**src/rtl/skvs_pkg.sv**
```systemverilog
`default_nettype none

package skvs_pkg;

   localparam int FIELD_BITS = 64;
   localparam int COUNT_BITS = 5;

   typedef enum logic {
      OP_PUT,
      OP_GET
   } op_type;

   typedef enum logic [1:0] {
      STATUS_OK,
      STATUS_CLOSED,
      STATUS_FULL,
      STATUS_MISSING
   } status_type;

   // broadcast command from the control stage to every cell
   typedef struct packed {
      logic insert;
      logic update;
   } cmd_type;

   // per-cell status handed to the next cell up the chain
   typedef struct packed {
      logic valid;
      logic gt;
   } link_type;

endpackage

`default_nettype wire

```
**src/rtl/skvs_cell.sv**
```systemverilog
`default_nettype none

module skvs_cell import skvs_pkg::*; #(
   parameter int KW = 64,
   parameter int VW = 64
) (
   input  wire logic          clock,
   input  wire cmd_type       cmd,
   input  wire logic [KW-1:0] cmd_key,
   input  wire logic [VW-1:0] cmd_value,
   input  wire logic          occupied,
   input  wire link_type      prev_link,
   input  wire logic [KW-1:0] prev_key,
   input  wire logic [VW-1:0] prev_value,
   output link_type           link,
   output logic [KW-1:0]      key,
   output logic [VW-1:0]      value,
   output logic               eq
);

   logic [KW-1:0] key_ff;
   logic [VW-1:0] value_ff;
   logic          shift_in;
   logic          take_new_in;

   assign link.valid = occupied;
   assign link.gt    = occupied && (key_ff > cmd_key);
   assign eq         = occupied && (key_ff == cmd_key);
   assign key        = key_ff;
   assign value      = value_ff;

   // larger keys move up one slot; the first slot past the smaller keys takes the new record
   assign shift_in    = cmd.insert && prev_link.gt;
   assign take_new_in = cmd.insert && !prev_link.gt && prev_link.valid
                        && (!occupied || link.gt);

   always_ff @(posedge clock) begin
      if (shift_in) begin
         key_ff   <= prev_key;
         value_ff <= prev_value;
      end else if (take_new_in) begin
         key_ff   <= cmd_key;
         value_ff <= cmd_value;
      end else if (cmd.update && eq) begin
         value_ff <= cmd_value;
      end
   end

endmodule

`default_nettype wire

```
**config.mk**
```make
export PLATFORM = sky130hd
export DESIGN_NAME = skvs_cell
export DESIGN_NICKNAME = d
export VERILOG_FILES = /design/src/rtl/skvs_pkg.sv /design/src/rtl/skvs_cell.sv
export SDC_FILE = /design/constraint.sdc
export NUM_CORES = 1
export LEC_CHECK = 0
export CAP_MARGIN = 20
export CORE_AREA = 2 2 154 156
export DETAILED_ROUTE_END_ITERATION = 8
export DIE_AREA = 0 0 156 158
export DONT_BUFFER_PORTS = 1
export HOLD_SLACK_MARGIN = 0.1
export PLACE_DENSITY = 0.43
export REMOVE_ABC_BUFFERS = 1
export SYNTH_ARGS = -nofsm -noshare
export SYNTH_HDL_FRONTEND = slang
export SYNTH_SLANG_ARGS = --single-unit
```
**constraint.sdc**
```tcl
create_clock -name clock -period 5.1 [get_ports clock]
set_input_delay 0.51 -clock clock [delete_from_list [all_inputs] [get_ports clock]]
set_output_delay 0.51 -clock clock [all_outputs]
set_load 0.01 [all_outputs]
```
# Word level (Yosys, flattened, before mapping)
# Index checks and enable logic that the tools add are counted.
# totals
regBits	128
out_inout_bits	131
romBits	0
memories	0
wordCells	21
latchBits	0
mem_bits_rw	0
input_bits	262
# classes
div	0
n_eq_ne	1
reduce_logical	12
addsub	0
n_bitwise	0
n_lt_le_gt_ge	1
n_shift	0
multipliers	0
muxes	5
# ops
operator	count
$mux W64	5
$eq A64 B64 Y1	1
$gt A64 B64 Y1	1
$logic_and A1 B1 Y1	7
$reduce_bool A3 Y1	1
$logic_not A1 Y1	2
$reduce_bool A2 Y1	1
$logic_or A1 B1 Y1	1

# Depth between registers and ports, before layout
# Gate-level depths: netlist (run 1).
# logic_depth
depth_word	6
depth_mapped	9
mapped_depth_nobuf	9

# Least setup slack after synthesis (run 1)
# OpenSTA, ideal clock, no wires.
# synth_timing
kind	in2reg
from	input port cmd_key[63]
to	register key_ff[0] (netlist: key[0]), enable pin
n_path_buf	0
path_slack_ns	1.131
arrival_ns	3.537
required_time_ns	4.667
path_stages	9
path_cell_list	inv_1 > ha_1 > nand3_2 > nor4_2 > or4b_4 > nor2_1 > a21o_2 > o21ai_1 > nand2b_1
# synth_between
elab_chain_len	5
# synth_lines
element	line	source
from (decl)	skvs_cell.sv:9	input wire logic [KW-1:0] cmd_key,
$gt A64 B64 Y1	skvs_cell.sv:27	assign link.gt = occupied && (key_ff > cmd_key);
$logic_and A1 B1 Y1	skvs_cell.sv:27	
$logic_or A1 B1 Y1	skvs_cell.sv:35	&& (!occupied || link.gt);
$logic_and A1 B1 Y1	skvs_cell.sv:35	
$reduce_bool A2 Y1 (no source line)	n/a	
to (signal assigned)	skvs_cell.sv:39	key_ff <= prev_key;
to (signal assigned)	skvs_cell.sv:42	key_ff <= cmd_key;
to (decl)	skvs_cell.sv:21	logic [KW-1:0] key_ff;
# No other way between the ends.
# A chain may end at the register's enable or synchronous reset.

# Worst setup path in the final report (run 1)
# layout_timing
from	register key_ff[59] (netlist: key[59])
to	register key_ff[5] (netlist: key[5]), enable pin
# layout_between
elab_chain_len	5
# layout_lines
element	line
$gt A64 B64 Y1	skvs_cell.sv:27
$logic_and A1 B1 Y1	skvs_cell.sv:27
$logic_or A1 B1 Y1	skvs_cell.sv:35
$logic_and A1 B1 Y1	skvs_cell.sv:35
$reduce_bool A2 Y1 (no source line)	n/a
# No other way between the ends.

==> impl_metrics.toml, run 1 <==
[final_layout]
finalNonFillerCells = 827
utilization_pct = 34.6
final_nets = 849
register_area_um2 = 3840
drive_above_1_share_pct = 7.84
fillCellCount = 2204
multiInputGateArea_um2 = 2940
areaGrowthSynthToFinish_pct = 12.8

[logic_synthesis]
ys_seq_elements = 128
synth.largest_area_cell = "edfxtp_1"
yosysSeqAreaShare_pct = 54.4
ys_types = 39
yosys_warnings = 0
synthFlopType = "edfxtp_1"
synth.top_cells.by_area = "edfxtp_1 54%, mux2_1 20%, ha_1 11%, inv_1 3.5%, a21oi_1 1.8%"
ys_async_sr_fraction_pct = 0
synth_cells = 518
synth_edf_count = 128
avgSynthCellArea_um2 = 13.7
synth_area_um2 = 7070
yosys.area.top_type_share_pct = 54.4

[detailed_routing]
drt-initial-drc-count = 227
wl_per_cell_um = 24.3
drc = 0
first_pass_iters = 4
vias = 4111
wl_um = 20100
ant_nets = 0
viasPerCell = 4.97

[worst_setup_path]
end_kind = "flop"
crit_family = "simple AND/OR/NAND/NOR gates"
critical_path.max_stage_delay_ns = 0.59
cp_slowest_cell = "nand2b_4"
worst-path-buf-inv = 0
cp_max_fo = 64
path_cells = "ha_1 -> nand4_2 -> nor4_2 -> or4b_4 -> nor3_4 -> nor2_1 -> o21ai_1 -> nand2b_4"
start_kind = "flop"
cp_data_arrival_time_ns = 3.47
crit_type = "reg2reg"
critical_path_required_ns = 5.04

[global_route]
overflow = 0
grt_pass1_wl_um = 27600
grt.total_usage_pct = 15.6
grt.busiest_layer = "met2"
first_global_vias = 4260
grt_use_met3_pct = 5.78
antenna_found_initial = 3
use_met2_pct = 28.9
use_met1_pct = 16.9
grt_max_degree = 69

[timing]
finalSetupViolations = 0
slew_violations = 0
slew_headroom_pct = 35.4
fmax_mhz = 283
skew_ns = 0.0130
worst_hold_slack_ns = 0.294
finalHoldViolations = 0
worst_pin_slew_ns = 0.970
rsz0062_at_grt = "false"
min_period_ns = 3.53
setup_ws_ns = 1.57
timing.final.crit_share_pct = 69.2

[place]
gp_congestion = 0.788
place_hpwl_um = 15700
place_inst = 794
place_ws_ns = 1.51
portBuffers = 0

[clock_tree]
clk_latency_ns = 0.41
cts_root_buf = "clkbuf_16"
htreeDepth = 4
clk_pin_slew_ns = 0.07
cts_setup_buffers = 0
ctsLongestPathBuffers = 2
cts_resized = 0
cts_sinks = 128
cts_tree = "done"
cts-hold-fix-buffers = 0
cts_buffers = 17

[power_and_ir_drop]
ir_drop_v = 0.000207
p_total_mw = 2.92
p_per_area_nw_per_um2 = 366
p_leak_nw = 3.10

[die]
pin_count = 393
die-area_um2 = 24600
die_w_um = 156
die_h_um = 158
num_rows = 56
core-area_um2 = 23100
initial_core_util_pct = 30.7

[min_path]
hold_path_class = "in2reg"

[flow_run]
max_cap_violations = 0

[run_status]
outcome = "finished clean"
==> metrics by stage <==
| step | cell area [µm²] | setup TNS, ns |
|---|---|---|
| 2_1_floorplan | 7010 | -91.46 |
| 4_1_cts | 7980 | 0 |
| 5_1_grt | 7980 | 0 |
| 6_report | 7980 | 0 |
| 3_5_place_dp | 7400 | 0 |
| 3_3_place_gp | 7400 | 0 |
==> worst reg2reg max path, delay by kind of cell (launching register included) <==
kind / cells / cell delay, ns
adder cells (fa/ha/maj): 1 / 0.35
AO/OA/AOI/OAI: 1 / 0.22
AND/OR/NAND/NOR: 6 / 1.99
flip-flops: 1 / 0.46
==> worst paths after layout <==
check / start / to / slack [ns] / depth (start not counted)
worst min-delay path: prev_value[34] / value[34]$_DFFE_PP_ / 0.29 / 1
worst max register to register: key[59]$_DFFE_PP_ / key[5]$_DFFE_PP_ / 1.57 / 8
worst max-delay path: key[59]$_DFFE_PP_ / key[5]$_DFFE_PP_ / 1.57 / 8
worst min register to register: key[63]$_DFFE_PP_ / value[18]$_DFFE_PP_ / 2.00 / 6
==> placed cells by master, fill, tap and decap left out, types with 6 or more instances in the layout <==
master and n:
a21oi_1 26, clkbuf_16 17, edfxtp_1 128, ha_1 64
inv_1 66, inv_6 6, mux2_1 128, nand2_1 13
nand4_1 13, nor2_1 8, nor3_1 6, o21ai_0 8
==> layer usage <==
layer  vias to the layer above  share of wire (%)
met4                         4               0.93
met5                         -               0.13
li1                       1954                  -
met1                      1912                 37
met3                        11                9.3
met2                       230                 53
==> Yosys cell counts, drive strengths merged, types with 2 or more instances <==
| cell type | number |
|---|---|
| a31oi | 2 |
| mux2 | 128 |
| inv | 66 |
| nor4 | 4 |
| nand4 | 14 |
| a221oi | 2 |
| nand2 | 15 |
| buf | 5 |
| o21ai | 11 |
| a21o | 5 |
| nand3 | 6 |
| clkbuf | 10 |
| a211oi | 2 |
| ha | 64 |
| a21boi | 2 |
| a21oi | 26 |
| nor2 | 8 |
| o211ai | 2 |
| nor3 | 8 |
| edfxtp | 128 |
==> sequential cells by signal, indices dropped and copies added (netlist names) <==
signal and flops:
key 64, value 64
==> report_power, final <==
part	total, mW	internal, mW	switching [mW]
Combinational	0.301	0.123	0.178
Sequential	1.41	1.29	0.114
Clock	1.22	0.687	0.531
==> kinds of logic after synthesis <==
logic type,count (synthesis),share of synthesized area [%]
and+or+nand+nor,61,4.99
AOI/OAI and AO/OA,55,4.55
adders and majority gates,64,11.3
muxes,128,20.4
DFF,128,54.4
buffers and inverters,82,4.41
==> final cells by class <==
type	count	share of cell area [%]
Inverter	67	3.15
Sequential cell	128	48.2
Multi-Input combinational cell	308	36.8
Tap cell	290	4.55
Clock inverter	15	1.85
Antenna cell	1	0.0314
Clock buffer	17	5.33
Timing Repair Buffer	1	0.0941
Note: power is estimated with default switching activity, not from simulation.
==> run 2: changes to the inputs <==
==> constraint.sdc (replaced) <==
create_clock -name clock -period 3.7 [get_ports clock]
set_input_delay 0.37 -clock clock [delete_from_list [all_inputs] [get_ports clock]]
set_output_delay 0.37 -clock clock [all_outputs]
set_load 0.01 [all_outputs]
==> run 2 against run 1 <==
Design area up 2.3%. Clock power up 62%. Cell count up 0.48%. Largest power group is now clock.
==> impl_metrics.toml, run 2 (same netlist as run 1, synthesis figures left out) <==
[worst_setup_path]
ff2ff_setup_slack_ns = 0.47
end_kind = "output port"
cp_max_fo = 3
start_kind = "flop"
worst-path-buf-inv = 0
crit_family = "simple AND/OR/NAND/NOR gates"
path_cells = "ha_1 -> nand4_2 -> nor4_2 -> or4b_4 -> a31oi_1 -> nor2_1 -> nor3_2"
critical_path.max_stage_delay_ns = 0.55
critical_path_required_ns = 3.33
crit_type = "reg2out"
cp_slowest_cell = "or4b_4"
cp_data_arrival_time_ns = 2.88

[timing]
finalSetupViolations = 0
worst_pin_slew_ns = 0.639
timing.final.crit_share_pct = 88.0
fmax_mhz = 307
tns_ns = 0
skew_ns = 0.0128
rsz0062_at_grt = "false"
min_period_ns = 3.25
worst_hold_slack_ns = 0.148
slew_headroom_pct = 57.1
finalHoldViolations = 0
slew_violations = 0

[detailed_routing]
drt-initial-drc-count = 198
wl_um = 20200
vias = 4152
viasPerCell = 5.00
wl_per_cell_um = 24.3
drc = 0
first_pass_iters = 4
ant_nets = 0

[final_layout]
multiInputGateArea_um2 = 2940
register_area_um2 = 3840
final_cell_mix = "128 x mux2_1, 128 x edfxtp_1, 66 x inv_1"
final_nets = 854
finalNonFillerCells = 831
areaGrowthSynthToFinish_pct = 15.4
fillCellCount = 2223
fin_area_um2 = 8160
drive_above_1_share_pct = 8.70

[global_route]
use_met2_pct = 29.1
grt_pass1_wl_um = 28200
grt_use_met3_pct = 6.71
first_global_vias = 4403
grt.total_usage_pct = 16.0
grt.busiest_layer = "met2"
antenna_found_initial = 3
use_met1_pct = 17.0
grt_max_degree = 65
overflow = 0

[die]
core-area_um2 = 23100
pin_count = 393
initial_core_util_pct = 30.7
die-area_um2 = 24600
num_rows = 56
die_h_um = 158
die_w_um = 156

[power_and_ir_drop]
p_per_area_nw_per_um2 = 533
p_total_mw = 4.35
ir_drop_v = 0.000228
p_leak_nw = 3.20

[clock_tree]
cts_tree = "done"
cts-hold-fix-buffers = 0
cts_setup_buffers = 0
cts_resized = 0
clk_pin_slew_ns = 0.07
ctsLongestPathBuffers = 2
htreeDepth = 4
cts_sinks = 128
cts_buffers = 17
cts_root_buf = "clkbuf_16"
clk_latency_ns = 0.42

[min_path]
hold_path_class = "in2reg"

[place]
place_inst = 799
place_hpwl_um = 16100
placed_cell_area_um2 = 7480
gp_congestion = 0.792
portBuffers = 0

[run_status]
outcome = "finished clean"

[flow_run]
max_cap_violations = 0
[run 2: changes by cell type in the layout (fill, tap and decap cells not counted)]
| cell | change |
|---|---|
| inv_8 | -1 |
| buf_12 | +3 |
| clkinv_1 | -1 |
| buf_4 | +2 |
| clkinvlp_4 | -4 |
| clkinv_4 | +2 |
| inv_6 | -2 |
| bufinv_16 | +5 |
[run 2: per-layer routing]
layer / wire length (µm) / up-vias
li1: - / 1960
met1: 7290 / 1938
met2: 10600 / 229
met3: 1950 / 21
met4: 287 / 4
met5: 27 / -
[run 2: area by class of cell]
class	instances	area share [%]
Antenna cell	1	0.0307
Clock buffer	17	5.21
Clock inverter	14	3.10
Inverter	67	3.08
Multi-Input combinational cell	308	36.0
Sequential cell	128	47.1
Tap cell	290	4.45
Timing Repair Buffer	6	1.01
[run 2: worst paths after layout]
kind / cells after the start / start / endpoint
max: 7 / key[57]$_DFFE_PP_ / link[0]
min: 1 / prev_value[58] / value[58]$_DFFE_PP_
max reg2reg: 8 / key[57]$_DFFE_PP_ / key[44]$_DFFE_PP_
min reg2reg: 6 / key[63]$_DFFE_PP_ / key[40]$_DFFE_PP_
[run 2: per-stage QoR]
stage / worst slack, ns / util (%)
after floorplan: -2.00 / -
after global placement: 0.463 / 32.4
after detailed placement: 0.426 / 32.4
after CTS: 0.381 / 35.4
after global routing: 0.274 / 35.4
final: 0.445 / 35.4
[run 2: report_power, final]
part / switching (mW) / total, mW / internal, mW
Clock: 0.702 / 1.98 / 1.28
Combinational: 0.249 / 0.431 / 0.182
Sequential: 0.157 / 1.93 / 1.78
